## src/hdl/udp_rcp_pkg.sv

```systemverilog
// shared types and constants for the udp receive check and parse block
`default_nettype none
package udp_rcp_pkg;

  localparam int unsigned CNT_W   = 17;
  localparam int unsigned PSEUDO_W = 18;
  localparam int unsigned EXTRA_W = 19;

  localparam logic [CNT_W-1:0] CNT_MAX   = {CNT_W{1'b1}};
  localparam logic [15:0]      WORD_ONES = 16'hFFFF;
  localparam logic [15:0]      HDR_BYTES = 16'd8;
  localparam logic [7:0]       UDP_PROTO = 8'd17;

  // header byte offsets
  localparam logic [CNT_W-1:0] OFS_SRC_HI = 17'd0;
  localparam logic [CNT_W-1:0] OFS_SRC_LO = 17'd1;
  localparam logic [CNT_W-1:0] OFS_DST_HI = 17'd2;
  localparam logic [CNT_W-1:0] OFS_DST_LO = 17'd3;
  localparam logic [CNT_W-1:0] OFS_LEN_HI = 17'd4;
  localparam logic [CNT_W-1:0] OFS_LEN_LO = 17'd5;
  localparam logic [CNT_W-1:0] OFS_CSM_HI = 17'd6;
  localparam logic [CNT_W-1:0] OFS_CSM_LO = 17'd7;

  typedef enum logic [1:0] {
    ST_OK      = 2'd0,
    ST_SHORT   = 2'd1,
    ST_BAD_LEN = 2'd2,
    ST_BAD_SUM = 2'd3
  } status_e;

  // per-datagram summary handed from the accumulator to the verdict stages
  typedef struct packed {
    logic                 short_hdr;
    logic                 bad_len;
    logic                 csm_zero;
    logic [15:0]          src_port;
    logic [15:0]          dst_port;
    logic [15:0]          pay_len;
    logic [31:0]          run_sum;
    logic [EXTRA_W-1:0]   extra_sum;
  } prep_t;

endpackage
`default_nettype wire

```

## src/hdl/udp_rcp_accum.sv

```systemverilog
// per-byte header capture, byte count and running sum, with a summary register
`default_nettype none
module udp_rcp_accum (
  input  wire logic                              clk_i,
  input  wire logic                              rst_ni,
  input  wire logic                              en_i,
  input  wire logic                              valid_i,
  input  wire logic [7:0]                        data_i,
  input  wire logic                              first_i,
  input  wire logic                              last_i,
  input  wire logic [udp_rcp_pkg::PSEUDO_W-1:0]  pseudo_i,
  output logic                                   prep_valid_o,
  output udp_rcp_pkg::prep_t                     prep_o
);
  import udp_rcp_pkg::*;

  logic [CNT_W-1:0]    cnt_q, cnt_d, cnt_base;
  logic [31:0]         sum_q, sum_d, sum_base, addend;
  logic [15:0]         len_q, len_d, len_base;
  logic                csz_q, csz_d, csz_base;
  logic [15:0]         sp_q, sp_d, sp_base;
  logic [15:0]         dp_q, dp_d, dp_base;
  logic [PSEUDO_W-1:0] pas_q, pas_d;
  logic                take;
  prep_t               prep_d, prep_q;
  logic                prep_valid_q;

  assign take = en_i & valid_i;

  always_comb begin
    // a first byte restarts the datagram
    cnt_base = first_i ? '0 : cnt_q;
    sum_base = first_i ? '0 : sum_q;
    len_base = first_i ? '0 : len_q;
    csz_base = first_i ? 1'b1 : csz_q;
    sp_base  = first_i ? '0 : sp_q;
    dp_base  = first_i ? '0 : dp_q;
    pas_d    = first_i ? pseudo_i : pas_q;

    len_d = len_base;
    csz_d = csz_base;
    sp_d  = sp_base;
    dp_d  = dp_base;
    case (cnt_base)
      OFS_SRC_HI: sp_d  = {data_i, sp_base[7:0]};
      OFS_SRC_LO: sp_d  = {sp_base[15:8], data_i};
      OFS_DST_HI: dp_d  = {data_i, dp_base[7:0]};
      OFS_DST_LO: dp_d  = {dp_base[15:8], data_i};
      OFS_LEN_HI: len_d = {data_i, len_base[7:0]};
      OFS_LEN_LO: len_d = {len_base[15:8], data_i};
      OFS_CSM_HI: csz_d = (data_i == 8'd0);
      OFS_CSM_LO: csz_d = csz_base & (data_i == 8'd0);
      default: ;
    endcase

    // odd offsets are the low byte of a big-endian word
    addend = cnt_base[0] ? {24'd0, data_i} : {16'd0, data_i, 8'd0};
    if ((cnt_base < OFS_CSM_HI) || (cnt_base < {1'b0, len_d})) begin
      sum_d = sum_base + addend;
    end else begin
      sum_d = sum_base;
    end

    cnt_d = (cnt_base == CNT_MAX) ? cnt_base : cnt_base + 1'b1;

    prep_d.short_hdr = cnt_d < {1'b0, HDR_BYTES};
    prep_d.bad_len   = (len_d < HDR_BYTES) || ({1'b0, len_d} > cnt_d);
    prep_d.csm_zero  = csz_d;
    prep_d.src_port  = sp_d;
    prep_d.dst_port  = dp_d;
    prep_d.pay_len   = len_d - HDR_BYTES;
    prep_d.run_sum   = sum_d;
    prep_d.extra_sum = {1'b0, pas_d} + {11'd0, UDP_PROTO} + {3'd0, len_d};
  end

  always_ff @(posedge clk_i or negedge rst_ni) begin
    if (!rst_ni) begin
      cnt_q        <= '0;
      sum_q        <= '0;
      len_q        <= '0;
      csz_q        <= 1'b1;
      sp_q         <= '0;
      dp_q         <= '0;
      pas_q        <= '0;
      prep_valid_q <= 1'b0;
    end else begin
      if (take) begin
        cnt_q <= cnt_d;
        sum_q <= sum_d;
        len_q <= len_d;
        csz_q <= csz_d;
        sp_q  <= sp_d;
        dp_q  <= dp_d;
        pas_q <= pas_d;
      end
      if (en_i) begin
        prep_valid_q <= valid_i & last_i;
      end
    end
  end

  always_ff @(posedge clk_i) begin
    if (take) begin
      prep_q <= prep_d;
    end
  end

  assign prep_valid_o = prep_valid_q;
  assign prep_o       = prep_q;

endmodule
`default_nettype wire

```

## src/hdl/udp_rcp_verdict.sv

```systemverilog
// final checksum add, fold and status decision, ending in the result register
`default_nettype none
module udp_rcp_verdict (
  input  wire logic                clk_i,
  input  wire logic                rst_ni,
  input  wire logic                en_i,
  input  wire logic                prep_valid_i,
  input  wire udp_rcp_pkg::prep_t  prep_i,
  output logic                     out_valid_o,
  output udp_rcp_pkg::status_e     status_o,
  output logic [15:0]              src_port_o,
  output logic [15:0]              dst_port_o,
  output logic [15:0]              pay_len_o
);
  import udp_rcp_pkg::*;

  logic        tot_valid_q;
  logic [31:0] tot_q;
  logic        short_q, bad_len_q, csz_q;
  logic [15:0] sp_q, dp_q, pl_q;
  logic [16:0] fold1;
  logic [15:0] fold2;
  logic        sum_ok;
  status_e     status_d, status_q;
  logic [15:0] pl_d;
  logic        out_valid_q;
  logic [15:0] src_q, dst_q, pay_q;

  always_comb begin
    fold1  = {1'b0, tot_q[15:0]} + {1'b0, tot_q[31:16]};
    fold2  = fold1[15:0] + {15'd0, fold1[16]};
    sum_ok = (fold2 == WORD_ONES);
    pl_d   = '0;
    if (short_q) begin
      status_d = ST_SHORT;
    end else if (bad_len_q) begin
      status_d = ST_BAD_LEN;
    end else if (!csz_q && !sum_ok) begin
      status_d = ST_BAD_SUM;
    end else begin
      status_d = ST_OK;
      pl_d     = pl_q;
    end
  end

  always_ff @(posedge clk_i or negedge rst_ni) begin
    if (!rst_ni) begin
      tot_valid_q <= 1'b0;
      out_valid_q <= 1'b0;
    end else if (en_i) begin
      tot_valid_q <= prep_valid_i;
      out_valid_q <= tot_valid_q;
    end
  end

  always_ff @(posedge clk_i) begin
    if (en_i && prep_valid_i) begin
      tot_q     <= prep_i.run_sum + {13'd0, prep_i.extra_sum};
      short_q   <= prep_i.short_hdr;
      bad_len_q <= prep_i.bad_len;
      csz_q     <= prep_i.csm_zero;
      sp_q      <= prep_i.src_port;
      dp_q      <= prep_i.dst_port;
      pl_q      <= prep_i.pay_len;
    end
    if (en_i && tot_valid_q) begin
      status_q <= status_d;
      src_q    <= sp_q;
      dst_q    <= dp_q;
      pay_q    <= pl_d;
    end
  end

  assign out_valid_o = out_valid_q;
  assign status_o    = status_q;
  assign src_port_o  = src_q;
  assign dst_port_o  = dst_q;
  assign pay_len_o   = pay_q;

endmodule
`default_nettype wire

```

## src/hdl/udp_receive_check_parse.sv

```systemverilog
// top level of the udp receive check and parse block
`default_nettype none
// Takes a received UDP datagram one byte per item, header first, with first
// and last marks; the IPv4 addresses are sampled with the first byte. Exactly
// one result item comes out for every item that carries last_byte: status
// (ok, shorter than header, bad length, bad checksum), both ports and the
// payload length. A new byte is accepted in every cycle in which in_ready_o
// is high; a result is presented once its last byte has passed the
// accumulator, checksum add, and fold and verdict stages, each ending in a
// register behind the input register. The whole pipeline advances together,
// so in_ready_o drops only while a finished result sits unread in the output
// register and out_ready_i is low. No clearing pass is needed after reset.
module udp_receive_check_parse (
  input  wire logic        clk_i,
  input  wire logic        rst_ni,
  input  wire logic        in_valid_i,
  output logic             in_ready_o,
  input  wire logic [7:0]  data_byte_i,
  input  wire logic        first_byte_i,
  input  wire logic        last_byte_i,
  input  wire logic [31:0] source_address_i,
  input  wire logic [31:0] destination_address_i,
  output logic             out_valid_o,
  input  wire logic        out_ready_i,
  output logic [1:0]       status_o,
  output logic [15:0]      source_port_o,
  output logic [15:0]      destination_port_o,
  output logic [15:0]      payload_length_o
);
  import udp_rcp_pkg::*;

  // global pipeline advance: move when the result register is free or drains
  logic                en;

  // input register
  logic                in_valid_q;
  logic [7:0]          data_q;
  logic                first_q;
  logic                last_q;
  logic [PSEUDO_W-1:0] pseudo_q;
  logic [PSEUDO_W-1:0] pseudo_d;

  logic                prep_valid;
  prep_t               prep;
  status_e             status;

  assign en         = ~out_valid_o | out_ready_i;
  assign in_ready_o = en;

  // address half of the pseudo-header, four 16-bit words
  assign pseudo_d = {2'd0, source_address_i[31:16]}
                  + {2'd0, source_address_i[15:0]}
                  + {2'd0, destination_address_i[31:16]}
                  + {2'd0, destination_address_i[15:0]};

  always_ff @(posedge clk_i or negedge rst_ni) begin
    if (!rst_ni) begin
      in_valid_q <= 1'b0;
    end else if (en) begin
      in_valid_q <= in_valid_i;
    end
  end

  always_ff @(posedge clk_i) begin
    if (en && in_valid_i) begin
      data_q   <= data_byte_i;
      first_q  <= first_byte_i;
      last_q   <= last_byte_i;
      pseudo_q <= pseudo_d;
    end
  end

  // byte count, header fields and running sum
  udp_rcp_accum u_accum (
    .clk_i        (clk_i),
    .rst_ni       (rst_ni),
    .en_i         (en),
    .valid_i      (in_valid_q),
    .data_i       (data_q),
    .first_i      (first_q),
    .last_i       (last_q),
    .pseudo_i     (pseudo_q),
    .prep_valid_o (prep_valid),
    .prep_o       (prep)
  );

  // final add, one's-complement fold and status
  udp_rcp_verdict u_verdict (
    .clk_i        (clk_i),
    .rst_ni       (rst_ni),
    .en_i         (en),
    .prep_valid_i (prep_valid),
    .prep_i       (prep),
    .out_valid_o  (out_valid_o),
    .status_o     (status),
    .src_port_o   (source_port_o),
    .dst_port_o   (destination_port_o),
    .pay_len_o    (payload_length_o)
  );

  assign status_o = status;

endmodule
`default_nettype wire
```

## config.mk

```make
export PLATFORM = sky130hd
export DESIGN_NAME = udp_receive_check_parse
export DESIGN_NICKNAME = d
export VERILOG_FILES = /design/src/hdl/udp_rcp_pkg.sv /design/src/hdl/udp_rcp_accum.sv /design/src/hdl/udp_rcp_verdict.sv /design/src/hdl/udp_receive_check_parse.sv
export SDC_FILE = /design/constraint.sdc
export NUM_CORES = 1
export LEC_CHECK = 0
export BUFFER_PORTS_ARGS = -buffer_cell sky130_fd_sc_hd__buf_2
export CORE_MARGIN = 4
export CORE_UTILIZATION = 62
export CTS_CLUSTER_SIZE = 10
export DETAILED_ROUTE_END_ITERATION = 12
export PLACE_DENSITY_LB_ADDON = 0.08
export SETUP_SLACK_MARGIN = 0.2
export SLEW_MARGIN = 0
export SYNTH_ARGS = -nofsm -noshare
export SYNTH_HDL_FRONTEND = slang
export SYNTH_SLANG_ARGS = --single-unit
```

## constraint.sdc

```tcl
create_clock -name clk_i -period 7 [get_ports clk_i]
set_input_delay 1.05 -clock clk_i [delete_from_list [all_inputs] [get_ports clk_i]]
set_output_delay 1.05 -clock clk_i [all_outputs]
set_load 0.02 [all_outputs]
```

==> impl_metrics.yaml <==
outcome:
  run_status: "finished, final reports clean"
drt:
  final_antenna_net_count: 0
  routed_wl_um: 49300
  drc: 0
  vias_per_cell: 6.03
  drt_iter0_drc: 1165
  avgRoutedWirePerCell_um: 19.9
  firstDrtPassIters: 6
  vias: 14900
pwr:
  p_comb_share_pct: 39.4
  p_sw_w: 0.00362
  p_int_w: 0.00619
  power_density_nw_per_um2: 417
  p_clk_share_pct: 21.8
  seqPwrFrac_pct: 38.8
  vdd_drop_max_v: 0.000275
  swShare_pct: 36.9
  cellLeakagePower_nw: 9.70
worst_setup_path:
  worstPathRequired_ns: 7.46
  crit_type: "register to register"
  critPathLaunchType: "register"
  crit_arrival_ns: 6.04
  critPathMaxFanout: 18
  end_kind: "register"
placed_design:
  dp.final_hpwl_um: 35000
  portBuffers: 129
  gp_congestion: 0.958
clock_network:
  cts_tree: "built"
  cts_buffers: 45
  cts.sinks: 383
  worstSkewPairLatency_ns: 0.58
  clkTransAtPathRegs_ns: 0.06
  cts_hold_buffers: 0
  cts_max_level: 2
  root_buffer: "clkbuf_16"
  clk_path_buf_depth: 3
  post-cts-setup-buffers: 0
  cts_resized: 0
sta:
  hold_slack_ns: 0.416
  min_period_ns: 5.59
  finalSetupTns_ns: 0
  worst_slew_pin_slew_ns: 1.04
  fmax_mhz: 179
  hold_violations: 0
  max-slew-margin-rel_pct: 30.6
  clock_skew_ns: 0.0192
  rsz0062_at_grt: "false"
  slew_violations: 0
  period_share_pct: 79.8
  final-setup-viol-count: 0
grt:
  overflow: 0
  grt_pass1_vias: 14800
  antenna_found_initial: 0
  grt_start_max_net_pins: 97
  grt_pass1_wl_um: 78500
  grt.total_usage_pct: 27.0
min_path:
  min_path_type: "register to register"
die:
  core_um2: 33600
  dieArea_um2: 37100
  die_h_um: 193
  start_util_pct: 62.9
  fp.dieW_um: 193
  fp-row-count: 67
  io_pins: 130
finish:
  syn_to_final_growth_pct: 11.2
  fin_nets: 2235
  drive_above_1_share_pct: 13.7
  seqCellArea_um2: 10900
  diodes: 0
  multi_input_area_um2: 9670
  nFillCells: 2454
synthesis:
  synth.most_common_cell: "nand2_1"
  netlist_area_um2: 21100
  yosysTopAreaCellShare_pct: 37.4
  ys_warn_count: 0
  synth_top_flop_cell: "edfxtp_1"
  yosys-top-cells-count: "nand2_1 (266), edfxtp_1 (263), ha_1 (132)"
  synth_edf_count: 263
  syn_nets: 2113
  synth.top_cells.by_area: "edfxtp_1 (37%), dfrtp_1 (14%), ha_1 (7.8%), nand2_1 (4.7%), xnor2_1 (3.8%)"
  synth_cell_types: 89
  ys_seq_area_share_pct: 51.6
  synth_top_area_cell: "edfxtp_1"
  ys_ff_latch: 383
  async_flop_share_pct: 31.3
  netlist_instances: 1867
  syn_area_per_cell_um2: 11.3
run:
  timing.max_cap.violations: 0
-- registers in the layout, summed over array words and instances, names as in the netlist, 8 cells and up --
| register | flops |
|---|---|
| u_verdict.tot_q | 32 |
| u_accum.sp_q | 16 |
| u_accum.pas_q | 18 |
| u_verdict.dst_port_o | 16 |
| u_accum.cnt_q | 17 |
| u_accum.len_q | 16 |
| u_verdict.src_port_o | 16 |
| u_accum.prep_o | 102 |
| u_accum.dp_q | 16 |
| data_q | 8 |
| u_verdict.pl_q | 16 |
| pseudo_q | 18 |
| u_accum.sum_q | 32 |
| u_verdict.sp_q | 16 |
| u_verdict.dp_q | 16 |
| u_verdict.pay_len_o | 16 |
-- final cells by class --
cell class / instances / area share [%]
Multi-Input combinational cell: 1339 / 41.1
Sequential cell: 383 / 46.4
Clock buffer: 76 / 5.33
Tap cell: 448 / 2.38
Inverter: 77 / 1.25
Timing Repair Buffer: 143 / 3.20
Clock inverter: 7 / 0.335
-- per-layer routing --
layer	GRT usage (%)	vias to the layer above	part of all wire (%)
met5	0	-	0
met4	8.06	0	3.1
met3	4.18	102	4.9
met2	45.3	451	49
met1	36.7	7300	43
li1	-	7061	-
-- cells in the final DEF, fill, tap and decap left out, drive strengths merged, types with 16 or more instances in the layout --
master and count:
a22o 36, nand3 46, nor3b 18, nor2 94, inv 79, nor3 38
o21ai 102, a21o 25, dfrtp 119, buf 143, fa 36, nor2b 50
nand4 23, xnor2 91, clkbuf 76, o211ai 17, mux2 49, nand2 266
a21oi 57, edfxtp 263, xor2 26, and3 16, and2 17, ha 132
-- power groups by stage --
stage	registers, W	logic, W	clock network, W
2_1_floorplan	0.00378	0.00284	0
3_3_place_gp	0.00380	0.00373	0
3_5_place_dp	0.00383	0.00382	0
4_1_cts	0.00380	0.00386	0.00218
5_1_grt	0.00387	0.00431	0.00229
6_report	0.00380	0.00386	0.00214
-- cell families after synthesis --
| kind of cell | synth area share, % |
|---|---|
| simple gates | 15.0 |
| flops | 51.6 |
| compound gates | 11.5 |
| fa+ha+maj | 11.3 |
| buf+inv | 2.71 |
| xor+xnor | 4.85 |
| mux | 3.08 |
-- worst max-delay path, cell delays in order (launching register included) --
cell and delay, ns:
edfxtp_1 0.52, nor2b_1 0.21, ha_1 0.30, inv_1 0.11, a41oi_1 0.64, a22o_1 0.44, inv_1 0.12, ha_1 0.33
nand4_1 0.15, nor4_1 0.61, nand2_1 0.11, a221oi_1 0.23, a41oi_1 0.20, o22a_1 0.57, nand2_1 0.50, mux2_2 0.40
-- worst paths after layout --
path	to	startpoint	slack, ns	cells past startpoint
min	u_verdict.sp_q[1]	u_accum.prep_o[84]	0.42	0
max reg2reg	u_accum.sum_q[5]	first_q	1.41	15
min reg2reg	u_verdict.sp_q[1]	u_accum.prep_o[84]	0.42	0
min in group asynchronous	u_accum.pas_q[17]	rst_ni	0.55	1
max	u_accum.sum_q[5]	first_q	1.41	15
max in group asynchronous	u_accum.sum_q[24]	rst_ni	5.20	2
-- stage by stage --
step                power (W)  worst slack [ns]  util (%)  area (um2)  instances
floorplan             0.00662              1.32         -       21100       1867
global placement      0.00753              1.75      66.0       22200       2390
detailed placement    0.00766              1.56      66.0       22200       2390
CTS                   0.00984              1.54      69.9       23500       2473
global route           0.0105              1.08      69.9       23500       2473
finish                0.00980              1.41      69.9       23500       2473
No activity file was read; power rests on OpenSTA's default activity.
